**src/sv/alarm_clock_core_unit_macros.svh**
```systemverilog
// Assertion macros for the alarm clock core.
// ACC_ASSERT_IMP: the consequent must hold in the same cycle as the antecedent.
// ACC_ASSERT_NXT: the consequent must hold in the cycle after the antecedent.
`ifndef ALARM_CLOCK_CORE_UNIT_MACROS_SVH
`define ALARM_CLOCK_CORE_UNIT_MACROS_SVH

`ifndef SYNTHESIS
`define ACC_ASSERT_IMP(label, clk, rst_n, ante, cons) \
label: assert property (@(posedge clk) disable iff (!(rst_n)) (ante) |-> (cons)) \
	else $error("assertion failed");
`define ACC_ASSERT_NXT(label, clk, rst_n, ante, cons) \
label: assert property (@(posedge clk) disable iff (!(rst_n)) (ante) |=> (cons)) \
	else $error("assertion failed");
`else
`define ACC_ASSERT_IMP(label, clk, rst_n, ante, cons)
`define ACC_ASSERT_NXT(label, clk, rst_n, ante, cons)
`endif

`endif

```
**src/sv/acc_pkg.sv**
```systemverilog
`timescale 1ns / 1ps
package acc_pkg;

	// Command codes
	localparam logic [2:0] CMD_TICK     = 3'd0;
	localparam logic [2:0] CMD_HOUR_UP  = 3'd1;
	localparam logic [2:0] CMD_HOUR_DN  = 3'd2;
	localparam logic [2:0] CMD_MIN_UP   = 3'd3;
	localparam logic [2:0] CMD_MIN_DN   = 3'd4;
	localparam logic [2:0] CMD_SNOOZE   = 3'd5;
	localparam logic [2:0] CMD_TOGGLE   = 3'd6;
	localparam logic [2:0] CMD_NOP      = 3'd7;

	// Register indexes
	localparam logic REG_TWELVE_HOUR = 1'b0;
	localparam logic REG_SNOOZE      = 1'b1;

	// Time constants
	localparam logic [5:0] SEC_MOD  = 6'd60;
	localparam logic [5:0] MIN_MOD  = 6'd60;
	localparam logic [4:0] HOUR_MOD = 5'd24;
	localparam logic [4:0] NOON     = 5'd12;
	localparam logic [11:0] HOUR_SCALE = 12'd100;
	localparam logic [3:0] SNOOZE_RESET = 4'd1;

	typedef struct packed {
		logic [2:0] cmd;
		logic       edit_alarm;
	} req_t;

	typedef struct packed {
		logic [11:0] shown_time;
		logic        pm;
		logic [11:0] alarm_setting;
		logic        ringing;
		logic        alarm_armed;
		logic        ring_start;
	} rsp_t;

	typedef struct packed {
		logic [5:0] seconds;
		logic [5:0] minutes;
		logic [4:0] hours;
		logic [5:0] alarm_minutes;
		logic [4:0] alarm_hours;
		logic       alarm_enabled;
		logic       is_ringing;
	} clk_state_t;

endpackage

```
**src/sv/acc_time_path.sv**
```systemverilog
`timescale 1ns / 1ps
module acc_time_path import acc_pkg::*; (
	input  clk_state_t cur,
	input  req_t       req,
	input  logic       twelve_hour,
	input  logic [3:0] snooze_minutes,
	output clk_state_t nxt,
	output rsp_t       rsp
);

	logic [5:0] sec_inc;
	logic [5:0] min_inc;
	logic [4:0] hour_inc;
	logic [5:0] amin_inc;
	logic [4:0] ahour_inc;
	logic [5:0] min_dec;
	logic [4:0] hour_dec;
	logic [5:0] amin_dec;
	logic [4:0] ahour_dec;
	logic [6:0] snooze_sum;
	logic       match;
	logic       started;
	logic [4:0] disp_hour;
	logic       pm;

	// Wrapping steps for every counter
	always_comb begin
		sec_inc   = (cur.seconds + 6'd1 >= SEC_MOD) ? 6'd0 : cur.seconds + 6'd1;
		min_inc   = (cur.minutes + 6'd1 >= MIN_MOD) ? 6'd0 : cur.minutes + 6'd1;
		hour_inc  = (cur.hours + 5'd1 >= HOUR_MOD) ? 5'd0 : cur.hours + 5'd1;
		amin_inc  = (cur.alarm_minutes + 6'd1 >= MIN_MOD) ? 6'd0 : cur.alarm_minutes + 6'd1;
		ahour_inc = (cur.alarm_hours + 5'd1 >= HOUR_MOD) ? 5'd0 : cur.alarm_hours + 5'd1;
		min_dec   = (cur.minutes == 6'd0 || cur.minutes >= MIN_MOD) ?
			MIN_MOD - 6'd1 : cur.minutes - 6'd1;
		hour_dec  = (cur.hours == 5'd0 || cur.hours >= HOUR_MOD) ?
			HOUR_MOD - 5'd1 : cur.hours - 5'd1;
		amin_dec  = (cur.alarm_minutes == 6'd0 || cur.alarm_minutes >= MIN_MOD) ?
			MIN_MOD - 6'd1 : cur.alarm_minutes - 6'd1;
		ahour_dec = (cur.alarm_hours == 5'd0 || cur.alarm_hours >= HOUR_MOD) ?
			HOUR_MOD - 5'd1 : cur.alarm_hours - 5'd1;
		snooze_sum = {1'b0, cur.alarm_minutes} + {3'b000, snooze_minutes};
	end

	// Apply the command to the state
	always_comb begin
		nxt     = cur;
		match   = 1'b0;
		started = 1'b0;
		unique case (req.cmd)
			CMD_TICK: begin
				nxt.seconds = sec_inc;
				if (sec_inc == 6'd0) begin
					nxt.minutes = min_inc;
					if (min_inc == 6'd0) begin
						nxt.hours = hour_inc;
					end
				end
				match = (nxt.hours == cur.alarm_hours) && (nxt.minutes == cur.alarm_minutes);
				if (cur.alarm_enabled) begin
					nxt.is_ringing = match;
					started = match && !cur.is_ringing;
				end
			end
			CMD_HOUR_UP: begin
				if (req.edit_alarm) nxt.alarm_hours = ahour_inc;
				else nxt.hours = hour_inc;
			end
			CMD_HOUR_DN: begin
				if (req.edit_alarm) nxt.alarm_hours = ahour_dec;
				else nxt.hours = hour_dec;
			end
			CMD_MIN_UP: begin
				if (req.edit_alarm) nxt.alarm_minutes = amin_inc;
				else nxt.minutes = min_inc;
			end
			CMD_MIN_DN: begin
				if (req.edit_alarm) nxt.alarm_minutes = amin_dec;
				else nxt.minutes = min_dec;
			end
			CMD_SNOOZE: begin
				if (cur.is_ringing) begin
					nxt.is_ringing = 1'b0;
					if (snooze_sum >= {1'b0, MIN_MOD}) begin
						nxt.alarm_minutes = 6'(snooze_sum - {1'b0, MIN_MOD});
						nxt.alarm_hours   = ahour_inc;
					end else begin
						nxt.alarm_minutes = snooze_sum[5:0];
					end
				end
			end
			CMD_TOGGLE: begin
				nxt.alarm_enabled = !cur.alarm_enabled;
				nxt.is_ringing    = 1'b0;
			end
			default: begin
				nxt = cur;
			end
		endcase
	end

	// Format the display and status
	always_comb begin
		disp_hour = nxt.hours;
		pm        = 1'b0;
		if (twelve_hour) begin
			if (nxt.hours >= NOON) begin
				pm = 1'b1;
				if (nxt.hours > NOON) disp_hour = nxt.hours - NOON;
			end else if (nxt.hours == 5'd0) begin
				disp_hour = NOON;
			end
		end
		rsp.shown_time    = 12'(disp_hour) * HOUR_SCALE + 12'(nxt.minutes);
		rsp.pm            = pm;
		rsp.alarm_setting = 12'(nxt.alarm_hours) * HOUR_SCALE + 12'(nxt.alarm_minutes);
		rsp.ringing       = nxt.is_ringing;
		rsp.alarm_armed   = nxt.alarm_enabled;
		rsp.ring_start    = started;
	end

endmodule

```
**src/sv/alarm_clock_core_unit.sv**
```systemverilog
`timescale 1ns / 1ps
// Alarm clock core: one request in, one status result out.
// From request accept to result valid a request passes the request register,
// then the result register; throughput: one request per cycle while rsp_ready does not stall results.
// The state update is a single step of the time path between those registers.
// Reset (arst_n low, asynchronous): time, alarm, enable and ringing clear,
// twelve_hour clears and snooze_minutes returns to 1.
`include "alarm_clock_core_unit_macros.svh"
module alarm_clock_core_unit import acc_pkg::*; (
	input  logic        clk,
	input  logic        arst_n,
	input  logic        psel,
	input  logic        penable,
	input  logic        pwrite,
	input  logic [2:0]  paddr,
	input  logic [31:0] pwdata,
	output logic [31:0] prdata,
	output logic        pready,
	input  logic        req_valid,
	output logic        req_ready,
	input  req_t        req,
	output logic        rsp_valid,
	input  logic        rsp_ready,
	output rsp_t        rsp
);

	logic       twelve_hour_q;
	logic [3:0] snooze_q;
	logic       valid_s1;
	req_t       req_s1;
	clk_state_t state_q;
	clk_state_t state_nxt;
	rsp_t       rsp_nxt;
	rsp_t       rsp_q;
	logic       rsp_valid_q;
	logic       advance;
	logic       cfg_wr;

	// Register port
	assign pready = 1'b1;
	assign cfg_wr = psel && penable && pwrite && pready;
	always_comb begin
		unique case (paddr[2])
			REG_TWELVE_HOUR: prdata = {31'd0, twelve_hour_q};
			REG_SNOOZE:      prdata = {28'd0, snooze_q};
			default:         prdata = 32'd0;
		endcase
	end

	always_ff @(posedge clk or negedge arst_n) begin
		if (!arst_n) begin
			twelve_hour_q <= 1'b0;
			snooze_q      <= SNOOZE_RESET;
		end else if (cfg_wr) begin
			if (paddr[2] == REG_TWELVE_HOUR) twelve_hour_q <= pwdata[0];
			else snooze_q <= pwdata[3:0];
		end
	end

	// Flow control: move the held request on when the result slot is free
	assign advance   = valid_s1 && (!rsp_valid_q || rsp_ready);
	assign req_ready = !valid_s1 || advance;

	// Request register
	always_ff @(posedge clk or negedge arst_n) begin
		if (!arst_n) begin
			valid_s1 <= 1'b0;
		end else if (req_ready) begin
			valid_s1 <= req_valid;
		end
	end

	always_ff @(posedge clk) begin
		if (req_ready && req_valid) req_s1 <= req;
	end

	acc_time_path u_time_path (
		.cur            (state_q),
		.req            (req_s1),
		.twelve_hour    (twelve_hour_q),
		.snooze_minutes (snooze_q),
		.nxt            (state_nxt),
		.rsp            (rsp_nxt)
	);

	// Clock state and result register
	always_ff @(posedge clk or negedge arst_n) begin
		if (!arst_n) begin
			state_q     <= '0;
			rsp_valid_q <= 1'b0;
		end else begin
			if (advance) begin
				state_q     <= state_nxt;
				rsp_valid_q <= 1'b1;
			end else if (rsp_ready) begin
				rsp_valid_q <= 1'b0;
			end
		end
	end

	always_ff @(posedge clk) begin
		if (advance) rsp_q <= rsp_nxt;
	end

	assign rsp_valid = rsp_valid_q;
	assign rsp       = rsp_q;

	// Checks
	`ACC_ASSERT_IMP(a_start_rings, clk, arst_n, rsp_valid_q && rsp_q.ring_start, rsp_q.ringing)
	`ACC_ASSERT_IMP(a_ring_armed, clk, arst_n, state_q.is_ringing, state_q.alarm_enabled)
	`ACC_ASSERT_IMP(a_time_range, clk, arst_n, 1'b1, (state_q.minutes < MIN_MOD) && (state_q.seconds < SEC_MOD) && (state_q.hours < HOUR_MOD) && (state_q.alarm_minutes < MIN_MOD) && (state_q.alarm_hours < HOUR_MOD))
	`ACC_ASSERT_NXT(a_state_hold, clk, arst_n, !advance, $stable(state_q))

endmodule

```
**config.mk**
```make
export PLATFORM = sky130hd
export DESIGN_NAME = alarm_clock_core_unit
export DESIGN_NICKNAME = d
export VERILOG_FILES = /design/src/sv/acc_pkg.sv /design/src/sv/acc_time_path.sv /design/src/sv/alarm_clock_core_unit.sv
export VERILOG_INCLUDE_DIRS = /design/src /design/src/sv
export SDC_FILE = /design/constraint.sdc
export NUM_CORES = 1
export LEC_CHECK = 0
export BUFFER_PORTS_ARGS = -buffer_cell sky130_fd_sc_hd__buf_2
export CAP_MARGIN = 20
export CORE_UTILIZATION = 34
export CTS_BUF_LIST = sky130_fd_sc_hd__clkbuf_4 sky130_fd_sc_hd__clkbuf_8
export DETAILED_ROUTE_END_ITERATION = 16
export PLACE_DENSITY = 0.58
export SYNTH_ARGS = -nofsm -noshare
export SYNTH_HDL_FRONTEND = slang
export SYNTH_SLANG_ARGS = --single-unit
```
**constraint.sdc**
```tcl
create_clock -name clk -period 6 [get_ports clk]
set_input_delay 0.3 -clock clk [delete_from_list [all_inputs] [get_ports clk]]
set_output_delay 0.3 -clock clk [all_outputs]
set_load 0.005 [all_outputs]
```
==> flow_summary.json <==
{
  "diodes": 0,
  "drt-wirelength-per-cell_um": 15.53,
  "cts_sinks": 69,
  "utilization_pct": 38.28,
  "leakagePower_nw": 3.266,
  "globalplace.congestion": 0.8783,
  "ys_ff_latch": 69,
  "cts.path.max_buffers": 2,
  "status": "completed",
  "cp_max_fo": 7,
  "max_freq_mhz": 179.7,
  "cp-end-kind": "flip-flop",
  "slew_headroom_pct": 35.17,
  "yosys.cell_types.count": 89,
  "placed_cell_area_sq_um": 7584,
  "io_buffers": 49,
  "finalCriticalPeriod_ns": 5.565,
  "cp_common_cell": "ha_1",
  "syn_area_per_cell_sq_um": 8.303,
  "slew_viol_final": 0,
  "cts_repair_resize_count": 0,
  "hold_buffers": 0,
  "seq_area_frac_synth_pct": 26.35,
  "overflow": 0,
  "crit_path_max_incr_delay_ns": 0.53,
  "finalCritPeriodShare_pct": 92.74,
  "mostFrequentLayoutCell": "nand2_1",
  "ctsHtreeMaxLevel": 3,
  "drc": 0,
  "die_height_um": 147.2,
  "area_growth_syn_to_layout_pct": 9.132,
  "hpwl_mm": 13.28,
  "synth_edf_count": 32,
  "first_pass_iters": 6,
  "yosys_warnings": 0,
  "synthCells": 863,
  "maxCapViolCount": 0,
  "io_pins": 109,
  "track_usage_pct": 17.10,
  "setup_violations": 0,
  "core_sq_um": 20430,
  "cpLargestDelayFamily": "adder cells",
  "ant_nets": 0,
  "async_flop_share_pct": 53.62,
  "layout_common_cells": "92 x nand2_1, 63 x nor2_1, 62 x o21ai_0",
  "cts_tree": "yes",
  "critPathArrivalTime_ns": 5.70,
  "antenna_found_initial": 0,
  "crit_type": "reg2reg",
  "fin_area_sq_um": 7820,
  "hold_viol_final": 0,
  "grt_max_degree": 50,
  "initial_core_util_pct": 35.07,
  "min_path_type": "in2async",
  "worstSetupStartpointType": "flip-flop",
  "path_buf_inv": 2,
  "grt_pass1_vias": 5792,
  "nets": 1001,
  "die-area_sq_um": 21660,
  "vdd_drop_max_v": 0.0001564,
  "path_cells": "ha_1, inv_1, or3_1, a22oi_4, nor2_2, or4_1, nand3_2, inv_1, ha_1, nand2b_1, o22ai_1, o32ai_1, ha_1, ha_1, ha_1, ha_1, a31oi_1, xnor2_1, nand2_1, nor2_1, xnor2_1",
  "viasPerCell": 5.413,
  "cp.required_ns": 6.14,
  "post-cts-setup-buffer-count": 0,
  "skew_ns": 0.01808,
  "setup_tns_ns": 0,
  "path_clk_slew_ns": 0.09,
  "slowest_stage": "or4_1",
  "wl_mm": 18.12,
  "powerDensity_nw_per_um2": 451.0,
  "cts_root_buf": "clkbuf_8",
  "worst_pin_slew_ns": 0.9724,
  "cts_buffers": 9,
  "worst_skew_pair.late_latency_ns": 0.38,
  "synth_flop_cell": "dfrtp_1",
  "grt_first_pass_wirelength_mm": 29.64,
  "syn_area_sq_um": 7166,
  "whs_ns": 0.06753,
  "rsz0062_at_grt": "false",
  "die_w_um": 147.2,
  "rows": 52,
  "drt_iter0_drc": 547,
  "vias": 6317,
  "drive_above_1_share_pct": 14.60
}
==> routing by layer <==
metal / vias to the layer above / wire (um) / GRT usage, %
met5: - / 0 / 0
met4: 0 / 390 / 6.753
met3: 28 / 793 / 2.422
met2: 197 / 8158 / 26.84
met1: 2962 / 8779 / 23.57
li1: 3130 / - / -
==> through the flow <==
stage,power [W],setup WS [ns],std cells
floorplan,0.002536,0.8681,890
global placement,0.003014,0.5061,1151
detailed placement,0.003028,0.4654,1151
CTS,0.003533,0.4368,1167
global route,0.003856,0.02743,1167
finish,0.003527,0.4353,1167
==> Yosys cell counts, drive strengths merged (7+ instances only) <==
cell	n	area [sq um]
clkbuf	34	127.6
nand2	95	364.1
nor2	65	254.0
xnor2	31	271.5
and3	7	43.79
and2	11	68.82
mux2	10	116.4
o21ai	65	325.3
ha	58	725.7
a21oi	61	305.3
or3	8	55.05
a211oi	10	75.07
xor2	23	201.4
nor3b	7	52.55
inv	33	123.9
buf	49	326.6
nor3	12	60.06
edfxtp	32	960.9
o22ai	18	112.6
dfrtp	36	900.9
nand2b	13	81.33
nand3	25	147.7
nand4	7	43.79
a21o	7	52.55
a31oi	10	62.56
nor2b	17	106.4
==> report_power, final <==
part	switching, W	leakage, nW	total, W	internal [W]
Sequential	0.000178	0.777	0.000881	0.000703
Clock	0.000210	0.121	0.000485	0.000275
Combinational	0.00123	2.37	0.00216	0.000931
Total	0.00162	3.27	0.00353	0.00191
==> path summary, 6_finish.rpt <==
path / slack (ns) / end / startpoint / cells past startpoint
min reg2reg: 0.50 / state_q[29]$_DFFE_PN0P_ / state_q[29]$_DFFE_PN0P_ / 2
min in group clk: 0.09 / req_s1[2]$_DFFE_PP_ / req[2] / 1
max reg2reg: 0.44 / rsp[27]$_DFFE_PP_ / state_q[24]$_DFFE_PN0P_ / 21
max: 0.44 / rsp[27]$_DFFE_PP_ / state_q[24]$_DFFE_PN0P_ / 21
min: 0.07 / state_q[0]$_DFFE_PN0P_ / arst_n / 1
max in group asynchronous: 5.32 / state_q[13]$_DFFE_PN0P_ / arst_n / 1
==> kinds of logic (layout without fill, tap and decap cells) <==
group | Yosys count | count (layout) | share of synthesized area, %
mux | 16 | 16 | 2.811
fa+ha+maj | 63 | 63 | 11.52
simple gates | 291 | 291 | 20.60
compound gates | 252 | 252 | 23.94
xor+xnor | 54 | 54 | 6.600
other cells | 2 | 29 | 0.1048
buf+inv | 116 | 123 | 8.067
flops | 69 | 69 | 26.35
==> sequential cells by signal, indices dropped and copies added (netlist names) <==
register,cells
req_s1,4
rsp,28
rsp_valid,1
snooze_q,4
state_q,30
twelve_hour_q,1
valid_s1,1
==> final cells by class <==
cell class,count,area [sq um]
Clock buffer,9,123.9
Clock inverter,7,112.6
Fill cell,2133,12610
Inverter,33,123.9
Multi-Input combinational cell,705,4801
Sequential cell,69,1888
Tap cell,270,337.8
Timing Repair Buffer,74,432.9
Note: power is estimated with default switching activity, not from simulation.
